<file path="config.mk">
export PLATFORM = sky130hd
export DESIGN_NAME = tqc_cfg
export DESIGN_NICKNAME = d
export VERILOG_FILES = /design/src/triangle_quality_classifier_defines.svh /design/src/tqc_pkg.sv /design/src/tqc_cfg.sv
export SDC_FILE = /design/constraint.sdc
export NUM_CORES = 1
export LEC_CHECK = 0
export BUFFER_PORTS_ARGS = -buffer_cell sky130_fd_sc_hd__clkbuf_2
export CAP_MARGIN = 40
export CORE_UTILIZATION = 45
export DETAILED_ROUTE_END_ITERATION = 8
export PLACE_DENSITY = 0.79
export SYNTH_ARGS = -nofsm -noshare
export SYNTH_HDL_FRONTEND = slang
export SYNTH_SLANG_ARGS = --single-unit
</file>
<file path="constraint.sdc">
create_clock -name aclk -period 3.2 [get_ports aclk]
set_input_delay 0.64 -clock aclk [delete_from_list [all_inputs] [get_ports aclk]]
set_output_delay 0.64 -clock aclk [all_outputs]
set_load 0.03 [all_outputs]
</file>
<file path="src/triangle_quality_classifier_defines.svh">
// ----------------------------------------------------------------------------
// Triangle quality classifier assertion macros
// Shared concurrent assertion forms, clocked on aclk and quiet during reset.
// ----------------------------------------------------------------------------
`ifndef TRIANGLE_QUALITY_CLASSIFIER_DEFINES_SVH
`define TRIANGLE_QUALITY_CLASSIFIER_DEFINES_SVH

// Same-cycle implication.
`define TQC_ASSERT_NOW(label, ante, cons, msg) \
    label: assert property (@(posedge aclk) disable iff (!aresetn) (ante) |-> (cons)) \
        else $error(msg);

// Next-cycle implication.
`define TQC_ASSERT_NEXT(label, ante, cons, msg) \
    label: assert property (@(posedge aclk) disable iff (!aresetn) (ante) |=> (cons)) \
        else $error(msg);

`endif

</file>
<file path="src/tqc_pkg.sv">
`timescale 1ns / 1ps
// ----------------------------------------------------------------------------
// Triangle quality classifier package
// Widths, codes and the types that travel between the pipeline sections.
// ----------------------------------------------------------------------------
package tqc_pkg;

    localparam int COORD_FRAC_BITS = 6;

    localparam int COORD_W   = 16;
    localparam int DIFF_W    = COORD_W + 1;      // vertex difference, signed
    localparam int SUM_W     = COORD_W + 2;      // three-coordinate sum, signed
    localparam int THR_BASE  = 24;
    localparam int THR_W     = 5 + 3 + COORD_FRAC_BITS;
    localparam int CMP_W     = (SUM_W > THR_W) ? SUM_W : THR_W + 1;
    localparam int SQ_W      = 2 * COORD_W;      // squared difference
    localparam int EDGE_W    = SQ_W + 2;         // squared edge length
    localparam int PROD_W    = 2 * DIFF_W;       // signed difference product
    localparam int CROSS_W   = PROD_W + 1;       // cross component, signed
    localparam int MAG_W     = PROD_W;           // cross component magnitude
    localparam int HALF_W    = MAG_W / 2;        // split for squaring
    localparam int PART_W    = 2 * HALF_W;
    localparam int SQR_W     = 2 * MAG_W;        // full square
    localparam int ESQ_SPLIT = SQR_W / 2;
    localparam int AREA_W    = SQR_W + 2;        // sum of three squares
    localparam int RATIO_W   = 16;
    localparam int SCALED_W  = ESQ_SPLIT + RATIO_W;
    localparam int RHS_W     = SQR_W + RATIO_W;
    localparam int LHS_W     = AREA_W + RATIO_W;
    localparam int MEASURE_W = 64;
    localparam int AREA_SHIFT = 8;

    localparam int LOD_W   = 2;
    localparam int MASK_W  = 8;
    localparam int BLOCK_W = 3;
    localparam int CFG_IDX_W  = 2;
    localparam int CFG_DATA_W = 16;

    localparam logic [CFG_IDX_W-1:0] CFG_IDX_THIN_RATIO = 2'd0;
    localparam logic [CFG_IDX_W-1:0] CFG_IDX_LOD_LEVEL  = 2'd1;
    localparam logic [CFG_IDX_W-1:0] CFG_IDX_DIRTY_MASK = 2'd2;

    localparam logic [MASK_W-1:0] DIRTY_MASK_RESET = 8'hFF;

    typedef enum logic [1:0] {
        VERDICT_SKIP       = 2'd0,
        VERDICT_DEGENERATE = 2'd1,
        VERDICT_THIN       = 2'd2,
        VERDICT_KEEP       = 2'd3
    } verdict_t;

    typedef struct packed {
        logic [RATIO_W-1:0] thin_ratio;
        logic [LOD_W-1:0]   lod_level;
        logic [MASK_W-1:0]  dirty_mask;
    } cfg_t;

    // v[vertex][axis], raw two's complement coordinates
    typedef struct packed {
        logic [2:0][2:0][COORD_W-1:0] v;
    } tri_t;

    typedef struct packed {
        logic [BLOCK_W-1:0]        block;
        logic                      skip;
        logic                      emax_zero;
        logic [EDGE_W-1:0]         emax;
        logic [2:0][MAG_W-1:0]     crm;
    } geo_t;

    typedef struct packed {
        logic [BLOCK_W-1:0]  block;
        logic                skip;
        logic                emax_zero;
        logic [AREA_W-1:0]   area;
        logic [SCALED_W-1:0] pr_lo;
        logic [SCALED_W-1:0] pr_hi;
    } sq_t;

endpackage

</file>
<file path="src/tqc_cfg.sv">
`timescale 1ns / 1ps
// ----------------------------------------------------------------------------
// Triangle quality classifier configuration registers
// Write-only register file: thinness ratio, level of detail, dirty mask.
// ----------------------------------------------------------------------------
module tqc_cfg (
    input  logic                               aclk,
    input  logic                               aresetn,
    input  logic                               cfg_valid,
    output logic                               cfg_ready,
    input  logic [tqc_pkg::CFG_IDX_W-1:0]      cfg_index,
    input  logic [tqc_pkg::CFG_DATA_W-1:0]     cfg_data,
    output tqc_pkg::cfg_t                      cfg
);

    tqc_pkg::cfg_t cfg_reg;
    tqc_pkg::cfg_t cfg_next;

    assign cfg_ready = 1'b1;
    assign cfg       = cfg_reg;

    always_comb begin
        cfg_next = cfg_reg;
        if (cfg_valid) begin
            case (cfg_index)
                tqc_pkg::CFG_IDX_THIN_RATIO: begin
                    cfg_next.thin_ratio = cfg_data[tqc_pkg::RATIO_W-1:0];
                end
                tqc_pkg::CFG_IDX_LOD_LEVEL: begin
                    cfg_next.lod_level = cfg_data[tqc_pkg::LOD_W-1:0];
                end
                tqc_pkg::CFG_IDX_DIRTY_MASK: begin
                    cfg_next.dirty_mask = cfg_data[tqc_pkg::MASK_W-1:0];
                end
                default: begin
                    // drop writes to unmapped indexes
                    cfg_next = cfg_reg;
                end
            endcase
        end
    end

    always_ff @(posedge aclk) begin
        if (!aresetn) begin
            cfg_reg.thin_ratio <= '0;
            cfg_reg.lod_level  <= '0;
            cfg_reg.dirty_mask <= tqc_pkg::DIRTY_MASK_RESET;
        end else begin
            cfg_reg <= cfg_next;
        end
    end

endmodule

</file>
==> flow_summary.ini <==
[outcome]
run_status = complete, no violations

[power_and_ir_drop]
p_leak_nw = 0.662
switching_power_mw = 0.166
internal-power_mw = 0.497
ir_drop_uv = 248
totalPowerFinal_mw = 0.663
switching_share_pct = 25.1
share_clk_of_total_power_pct = 33.2
pwr_density_cell_mw_per_mm2 = 489
share_seq_of_total_power_pct = 51.8
comb_power_share_pct = 14.9

[timing]
fmax_ghz = 0.632
timing.clock.skew_ns = 0
finalCritPeriodShare_pct = 49.5
setup-tns-final_ns = 0
slew_violations = 0
setup_slack_ns = 1.62
hold-worst-slack_ns = 0.469
grt_setup_unrepaired = no
hold_violations = 0
max_slew.worst_pin.slew_ns = 0.768
post-route-min-period_ns = 1.58
final_report_setup_violation_count = 0
timing.max_slew.rel_slack_pct = 48.8

[routing]
remaining_drcs = 0
dr.first_iter.drc_count = 13
drt-total-wl_mm = 2.56
wire_per_inst_microns = 13.8
drtPass1Iterations = 4
detailroute.via_count = 941
via_per_inst = 5.09
antenna_violating_nets_post_route = 0

[global_route]
grt_pass1_vias = 902
maximum_number_of_pins_on_one_net_before_global_route_repair = 43
grt_first_pass_wirelength_mm = 3.92
all_layer_gr_usage_pct = 20.0
globalRouteOverflowTotal = 0
antenna_violations_before_repair = 0

[cts]
clkLatencyLatePin_ns = 0.31
post_cts_buffers = 0
post_cts_resized = 0
cts_max_path_buffers = 2
tritoncts = done
cts_made_buffers = 3
cts.hold.buffers_added = 0
cts_sinks = 26
clock-root-buffer = clkbuf_4
htree_num_levels = 1
clk_pin_slew_ns = 0.14

[placement]
globalplace.congestion = 0.755
post-place-cells = 181
hpwlAfterDp_mm = 1.77
placed_area_sq_mm = 0.00130
io_buffers = 46
place_ws_ns = 1.27

[finish]
layout_commonest_cell = clkbuf_2
largest_register_ffs = 26
diodes = 0
flow.area_growth_from_synthesis_pct = 22.6
layout.core_utilization_pct = 60.2
multi_input_comb_area_sq_um = 477
drive_gt1_share_pct = 33.1
final_cell_mix = clkbuf_2 (46), nand2_1 (34), dfxtp_1 (26)
fin_cells = 185
final_area_sq_mm = 0.00136
final_net_count = 179
layout.filler_cells = 222
ff_latch_area_sq_um = 520

[worst_setup_path]
path_cells = clkbuf_2 > nor3b_4 > buf_6 > mux2i_1
arrival_ns = 1.83
max_stage_delay_ns = 0.53
crit_path_start_kind = primary input
worst-setup-path-type = primary input to register
highest_delay_cell_along_the_critical_path = nor3b_4
timing.critical_path.fanout_max = 11
kind_of_end_point_of_the_critical_path = register
cp.required_ns = 3.45

[yosys]
yosys.cell_types.count = 15
ys_seq_area_share_pct = 47.1
postSynthCellCount = 118
syn_nets = 139
postSynthAreaPerCell_sq_um = 9.37
synth_seq_cells = 26
yosys_warnings = 0
post_synth_design_cell_area_sq_mm = 0.00111

[floorplanning]
floorplan.io_pins = 48
die-height_microns = 51.6
initial_utilization_pct = 49.1
width_of_the_chip_microns = 51.6
core.rowCount = 17
floorplan.die_area_sq_mm = 0.00266
core-area_sq_mm = 0.00225

[run]
maxCapViolations = 0

[hold_path]
hold_path.class = register to register
-- final cells by class --
type | count | share of cell area, %
flip-flops and latches | 26 | 38.4
multi-input cells | 72 | 35.1
repair buffers | 47 | 17.8
well taps | 28 | 2.58
clock inverters | 1 | 2.21
inverters | 8 | 2.21
clock buffers | 3 | 1.66
-- synthesized netlist by cell type (all sizes together) --
library cell   n  area (sq um)
nand3b         1          7.51
clkbuf         4          15.0
nand4b         8          70.1
inv            8          30.0
o211ai         8          60.1
buf            8          70.1
nor3b          1          12.5
conb           1          3.75
nand2         34           128
dfxtp         26           521
and3b          1          8.76
mux2i         18           180
-- metal layers --
layer / vias to the layer above / GRT usage (%) / part of all wire, %
met1: 438 / 23.4 / 44
li1: 465 / - / -
met4: 0 / 6.76 / 0.47
met2: 36 / 36.1 / 50
met5: - / 0 / 0
met3: 2 / 4.09 / 5.6
-- power groups by stage --
stage / Combinational, mW / Clock (mW) / Sequential [mW]
finish: 0.0989 / 0.221 / 0.344
global route: 0.106 / 0.237 / 0.345
detailed placement: 0.0980 / 0 / 0.351
global placement: 0.0940 / 0 / 0.350
floorplan: 0.0441 / 0 / 0.376
CTS: 0.0990 / 0.223 / 0.344
-- worst max-delay path, delay by kind of cell --
kind / cells / cell delay, ns
multiplexers: 1 / 0.21
AND/OR/NAND/NOR: 1 / 0.53
buffers and inverters: 2 / 0.44
-- kinds of logic after synthesis --
logic type | after synthesis | synth area share [%]
multiplexers | 18 | 16.3
other | 1 | 0.339
AND/OR/NAND/NOR | 45 | 20.5
AO/OA/AOI/OAI | 8 | 5.43
buffers and inverters | 20 | 10.4
flip-flops | 26 | 47.1
-- final timing paths --
path                        startpoint                   end  slack (ns)  cells after the start
hold / removal    cfg[25]$_SDFFE_PN0P_  cfg[25]$_SDFFE_PN0P_        0.47                      2
hold reg to reg   cfg[25]$_SDFFE_PN0P_  cfg[25]$_SDFFE_PN0P_        0.47                      2
setup / recovery             cfg_valid  cfg[24]$_SDFFE_PN0P_        1.62                      4
setup reg to reg   cfg[0]$_SDFFE_PN1P_   cfg[0]$_SDFFE_PN1P_        2.50                      2
Note: power is estimated with default switching activity, not from simulation.
