--- src/triangle_quality_classifier_defines.svh ---
// ----------------------------------------------------------------------------
// Triangle quality classifier assertion macros
// Shared concurrent assertion forms, clocked on aclk and quiet during reset.
// ----------------------------------------------------------------------------
`ifndef TRIANGLE_QUALITY_CLASSIFIER_DEFINES_SVH
`define TRIANGLE_QUALITY_CLASSIFIER_DEFINES_SVH

// Same-cycle implication.
`define TQC_ASSERT_NOW(label, ante, cons, msg) \
    label: assert property (@(posedge aclk) disable iff (!aresetn) (ante) |-> (cons)) \
        else $error(msg);

// Next-cycle implication.
`define TQC_ASSERT_NEXT(label, ante, cons, msg) \
    label: assert property (@(posedge aclk) disable iff (!aresetn) (ante) |=> (cons)) \
        else $error(msg);

`endif

--- src/tqc_pkg.sv ---
`timescale 1ns / 1ps
// ----------------------------------------------------------------------------
// Triangle quality classifier package
// Widths, codes and the types that travel between the pipeline sections.
// ----------------------------------------------------------------------------
package tqc_pkg;

    localparam int COORD_FRAC_BITS = 6;

    localparam int COORD_W   = 16;
    localparam int DIFF_W    = COORD_W + 1;      // vertex difference, signed
    localparam int SUM_W     = COORD_W + 2;      // three-coordinate sum, signed
    localparam int THR_BASE  = 24;
    localparam int THR_W     = 5 + 3 + COORD_FRAC_BITS;
    localparam int CMP_W     = (SUM_W > THR_W) ? SUM_W : THR_W + 1;
    localparam int SQ_W      = 2 * COORD_W;      // squared difference
    localparam int EDGE_W    = SQ_W + 2;         // squared edge length
    localparam int PROD_W    = 2 * DIFF_W;       // signed difference product
    localparam int CROSS_W   = PROD_W + 1;       // cross component, signed
    localparam int MAG_W     = PROD_W;           // cross component magnitude
    localparam int HALF_W    = MAG_W / 2;        // split for squaring
    localparam int PART_W    = 2 * HALF_W;
    localparam int SQR_W     = 2 * MAG_W;        // full square
    localparam int ESQ_SPLIT = SQR_W / 2;
    localparam int AREA_W    = SQR_W + 2;        // sum of three squares
    localparam int RATIO_W   = 16;
    localparam int SCALED_W  = ESQ_SPLIT + RATIO_W;
    localparam int RHS_W     = SQR_W + RATIO_W;
    localparam int LHS_W     = AREA_W + RATIO_W;
    localparam int MEASURE_W = 64;
    localparam int AREA_SHIFT = 8;

    localparam int LOD_W   = 2;
    localparam int MASK_W  = 8;
    localparam int BLOCK_W = 3;
    localparam int CFG_IDX_W  = 2;
    localparam int CFG_DATA_W = 16;

    localparam logic [CFG_IDX_W-1:0] CFG_IDX_THIN_RATIO = 2'd0;
    localparam logic [CFG_IDX_W-1:0] CFG_IDX_LOD_LEVEL  = 2'd1;
    localparam logic [CFG_IDX_W-1:0] CFG_IDX_DIRTY_MASK = 2'd2;

    localparam logic [MASK_W-1:0] DIRTY_MASK_RESET = 8'hFF;

    typedef enum logic [1:0] {
        VERDICT_SKIP       = 2'd0,
        VERDICT_DEGENERATE = 2'd1,
        VERDICT_THIN       = 2'd2,
        VERDICT_KEEP       = 2'd3
    } verdict_t;

    typedef struct packed {
        logic [RATIO_W-1:0] thin_ratio;
        logic [LOD_W-1:0]   lod_level;
        logic [MASK_W-1:0]  dirty_mask;
    } cfg_t;

    // v[vertex][axis], raw two's complement coordinates
    typedef struct packed {
        logic [2:0][2:0][COORD_W-1:0] v;
    } tri_t;

    typedef struct packed {
        logic [BLOCK_W-1:0]        block;
        logic                      skip;
        logic                      emax_zero;
        logic [EDGE_W-1:0]         emax;
        logic [2:0][MAG_W-1:0]     crm;
    } geo_t;

    typedef struct packed {
        logic [BLOCK_W-1:0]  block;
        logic                skip;
        logic                emax_zero;
        logic [AREA_W-1:0]   area;
        logic [SCALED_W-1:0] pr_lo;
        logic [SCALED_W-1:0] pr_hi;
    } sq_t;

endpackage

--- src/tqc_decide.sv ---
`timescale 1ns / 1ps
// ----------------------------------------------------------------------------
// Triangle quality classifier decision stage
// Thinness compare, verdict and area measure into the output register.
// ----------------------------------------------------------------------------
`include "triangle_quality_classifier_defines.svh"

module tqc_decide (
    input  logic                             aclk,
    input  logic                             aresetn,
    input  logic                             in_valid,
    output logic                             in_ready,
    input  tqc_pkg::sq_t                     in_sq,
    output logic                             m_valid,
    input  logic                             m_ready,
    output tqc_pkg::verdict_t                m_verdict,
    output logic [tqc_pkg::BLOCK_W-1:0]      m_block_index,
    output logic [tqc_pkg::MEASURE_W-1:0]    m_area_measure
);

    logic                            m_valid_reg;
    tqc_pkg::verdict_t               m_verdict_reg;
    tqc_pkg::verdict_t               m_verdict_next;
    logic [tqc_pkg::BLOCK_W-1:0]     m_block_index_reg;
    logic [tqc_pkg::MEASURE_W-1:0]   m_area_measure_reg;
    logic [tqc_pkg::MEASURE_W-1:0]   m_area_measure_next;

    logic [tqc_pkg::RHS_W-1:0]       rhs;
    logic [tqc_pkg::LHS_W-1:0]       lhs;
    logic                            thin;
    logic                            degenerate;

    assign in_ready       = !m_valid_reg || m_ready;
    assign m_valid        = m_valid_reg;
    assign m_verdict      = m_verdict_reg;
    assign m_block_index  = m_block_index_reg;
    assign m_area_measure = m_area_measure_reg;

    always_comb begin
        rhs = (tqc_pkg::RHS_W'(in_sq.pr_hi) << tqc_pkg::ESQ_SPLIT)
            + tqc_pkg::RHS_W'(in_sq.pr_lo);
        lhs = tqc_pkg::LHS_W'(in_sq.area) << tqc_pkg::RATIO_W;
        thin = (lhs <= tqc_pkg::LHS_W'(rhs));
        degenerate = in_sq.emax_zero || (in_sq.area == '0);

        if (in_sq.skip) begin
            m_verdict_next = tqc_pkg::VERDICT_SKIP;
        end else if (degenerate) begin
            m_verdict_next = tqc_pkg::VERDICT_DEGENERATE;
        end else if (thin) begin
            m_verdict_next = tqc_pkg::VERDICT_THIN;
        end else begin
            m_verdict_next = tqc_pkg::VERDICT_KEEP;
        end

        // area stays below 2^AREA_W, so the shifted value never saturates
        if (in_sq.skip) begin
            m_area_measure_next = '0;
        end else begin
            m_area_measure_next = tqc_pkg::MEASURE_W'(in_sq.area >> tqc_pkg::AREA_SHIFT);
        end
    end

    always_ff @(posedge aclk) begin
        if (!aresetn) begin
            m_valid_reg <= 1'b0;
        end else if (in_ready) begin
            m_valid_reg <= in_valid;
        end
    end

    always_ff @(posedge aclk) begin
        if (in_ready) begin
            m_verdict_reg      <= m_verdict_next;
            m_block_index_reg  <= in_sq.block;
            m_area_measure_reg <= m_area_measure_next;
        end
    end

    `TQC_ASSERT_NOW(a_skip_zero_area, m_valid_reg && (m_verdict_reg == tqc_pkg::VERDICT_SKIP), m_area_measure_reg == '0, "skipped triangle carries a nonzero area")
    `TQC_ASSERT_NOW(a_measure_range, m_valid_reg, m_area_measure_reg[tqc_pkg::MEASURE_W-1:tqc_pkg::AREA_W-tqc_pkg::AREA_SHIFT] == '0, "area measure above its reachable range")
    `TQC_ASSERT_NOW(a_degenerate_flag, in_valid && !in_sq.skip && in_sq.emax_zero, m_verdict_next == tqc_pkg::VERDICT_DEGENERATE, "zero-length triangle not marked degenerate")

endmodule

--- config.mk ---
export PLATFORM = sky130hd
export DESIGN_NAME = tqc_decide
export DESIGN_NICKNAME = d
export VERILOG_FILES = /design/src/tqc_pkg.sv /design/src/tqc_decide.sv
export VERILOG_INCLUDE_DIRS = /design/src /design/src/src
export SDC_FILE = /design/constraint.sdc
export NUM_CORES = 1
export LEC_CHECK = 0
export BUFFER_PORTS_ARGS = -buffer_cell sky130_fd_sc_hd__clkbuf_2
export CAP_MARGIN = 25
export CORE_ASPECT_RATIO = 0.7
export CORE_MARGIN = 2
export CORE_UTILIZATION = 49
export CTS_CLUSTER_SIZE = 10
export DETAILED_ROUTE_END_ITERATION = 6
export MAX_ROUTING_LAYER = met4
export PLACE_DENSITY = 0.85
export REMOVE_ABC_BUFFERS = 1
export SLEW_MARGIN = 10
export SYNTH_ARGS = -nofsm -noshare
export SYNTH_HDL_FRONTEND = slang
export SYNTH_SLANG_ARGS = --single-unit
--- constraint.sdc ---
create_clock -name aclk -period 4.9 [get_ports aclk]
set_input_delay 0.49 -clock aclk [delete_from_list [all_inputs] [get_ports aclk]]
set_output_delay 0.49 -clock aclk [all_outputs]
set_load 0.1 [all_outputs]
==> impl_metrics.yaml <==
routing:
  ant_nets: 0
  wl_per_cell_um: 17.2
  drt_first_iter_violations: 384
  dr.pass1.iters: 5
  drc: 0
  vias: 5328
  routed_via_density: 5.41
  drt_wl_total_mm: 17.0
synth:
  syn_avg_cell_area_um2: 9.89
  synthesis.area_um2: 5650
  synth-xor-area-share_pct: 7.29
  synth_common_cells: "ha_1 (84), nor2b_1 (68), edfxtp_1 (67)"
  synth_compound_area_share_pct: 10.8
  synth_edf_count: 67
  synth-seq-cells: 68
  ys_types: 51
  ys_warn_count: 0
  yosys.area.top_type: "edfxtp_1"
  synth_area_leaders: "edfxtp_1 (36%), ha_1 (19%), nor2b_1 (7.5%), xnor2_1 (5.7%), a21oi_1 (3.3%)"
  synth_top_family_by_area: "simple AND/OR/NAND/NOR gates"
  synthMuxAreaShare_pct: 0
  post_synth_and_or_nand_nor_area_fraction_pct: 23.9
  synth_seq_area_share_pct: 36.0
  synth.top_cell.area_share_pct: 35.6
  synthCells: 571
  synth-async-reset-ratio_pct: 0
  synthAdderAreaFrac_pct: 19.0
  synth_most_common_cell: "ha_1"
  synth_top_flop_cell: "edfxtp_1"
clock_tree:
  tritoncts: "built"
  numClockSinks: 68
  cts_htree_levels: 3
  cts_resized: 0
  postCtsHoldBufs: 0
  cts-root-buf: "clkbuf_16"
  cts_buffers: 9
  cts_setup_buffers: 0
  clk_pin_slew_ps: 60
  clk_latency_ps: 330
  clk_path_buf_depth: 2
timing:
  worst_pin_slew_ps: 878
  slew_headroom_pct: 41.5
  period_needed_ps: 4390
  skew_ps: 4.92
  finalSetupTns_ps: 0
  fin_crit_sh_pct: 89.6
  timing.fmax_mhz: 228
  setup_violations: 0
  final-max-slew-violation-count: 0
  rsz0062_at_grt: "false"
  final_hold_viol_count: 0
hold_path:
  worst_hold_startpoint: "in_sq[173]"
  holdCritPathClass: "input port to register"
floorplan:
  die_area_um2: 12400
  rows: 32
  start_util_pct: 50.8
  core_area_um2: 11100
  die_x_um: 132
  io_pins: 250
  die-height_um: 93.8
critical_path:
  startpoint_type: "input port"
  cp.required_ps: 4980
  arrival_ps: 4470
  critPathLaunch: "in_sq[0]"
  cp_max_fo: 3
  end_kind: "register"
  path_class: "input port to register"
  r2r_start: "m_valid"
placement:
  portBuffers: 247
  place_inst: 967
  placed_cell_area_um2: 7090
  gp_congestion: 0.975
  dp_hpwl_mm: 13.9
layout:
  fin_nets: 1089
  syn2layout_area_growth_pct: 31.6
  largest_reg_flops: 62
  final_cells: 985
  drive_gt1_share_pct: 33.6
  stdcell_area_um2: 7430
global_routing:
  antenna_found_initial: 2
  track_usage_pct: 27.8
  grt_pass1_wl_mm: 25.7
  overflow: 0
  grt_max_degree: 69
  grt_pass1_vias: 4969
pwr:
  power_density_nw_per_um2: 303
  leakagePower_nw: 3.48
  peakVddDrop_uv: 200
run:
  maxCapViolCount: 0
status:
  outcome: "finished clean"
## kinds of logic after synthesis
logic type      after synthesis
compound gates               97
xor+xnor                     47
fa+ha+maj                    85
buf+inv                      43
flops                        68
other cells                   1
simple gates                230
## final timing paths
check                            end  slack, ps  cells after the start
setup / recovery        m_verdict[0]        510                     19
hold / removal      m_block_index[1]        330                      1
setup reg to reg  m_area_measure[36]       3370                      2
hold reg to reg   m_area_measure[47]       1120                      2
## through the flow
step	worst slack [ps]	util (%)	hold slack [ps]	power [W]
2_1_floorplan	670	-	589	0.00130
3_3_place_gp	363	63.7	668	0.00150
3_5_place_dp	179	63.7	675	0.00152
4_1_cts	535	66.7	327	0.00226
5_1_grt	248	66.8	319	0.00235
6_report	511	66.8	330	0.00226
## per-layer routing
| metal | wire length (um) | track usage (%) | vias to the layer above |
|---|---|---|---|
| met2 | 7500 | 42.0 | 238 |
| met4 | 252 | 7.44 | 0 |
| met1 | 7830 | 37.5 | 2418 |
| met5 | 0 | - | - |
| li1 | - | - | 2651 |
| met3 | 1380 | 6.90 | 21 |
## power by group
group | total [W] | switching (W) | internal (W)
Clock | 0.000743 | 0.000245 | 0.000498
Sequential | 0.000701 | 0.0000123 | 0.000689
Combinational | 0.000811 | 0.000587 | 0.000224
## cells in the final DEF (no fill, tap or decap), types with 18 or more instances in the layout
cell / Yosys / final
a21oi_1: 37 / 37
clkbuf_2: 0 / 247
edfxtp_1: 67 / 67
ha_1: 84 / 84
inv_1: 31 / 31
nand2_1: 24 / 24
nand3_1: 21 / 21
nand4_1: 18 / 18
nor2_1: 27 / 27
nor2b_1: 68 / 68
nor4_1: 28 / 28
o21ai_0: 19 / 19
xnor2_1: 37 / 37
## final cells by class
type                    count  area [um^2]
clock inverters             6          113
repair buffers            254         1290
inverters                  31          116
well taps                 153          191
diodes                      2         5.00
clock buffers              10          229
fillers                   912         3700
flip-flops and latches     68         2030
multi-input cells         461         3460
## worst max-delay path, stage by stage
cell       delay (ps)
clkbuf_2           80
ha_1              160
inv_1              50
fa_1              390
nor2b_1           170
o2111ai_1         150
a21boi_0          200
o221a_2           250
o21ai_0           160
a2111oi_2         430
xnor2_1           190
ha_1              300
nand2_1            60
or4_1             510
nor3_1            330
nand3_1           150
nor2_1            180
a31o_2            170
a21oi_1            40
Power figures use the tool's default switching activity.
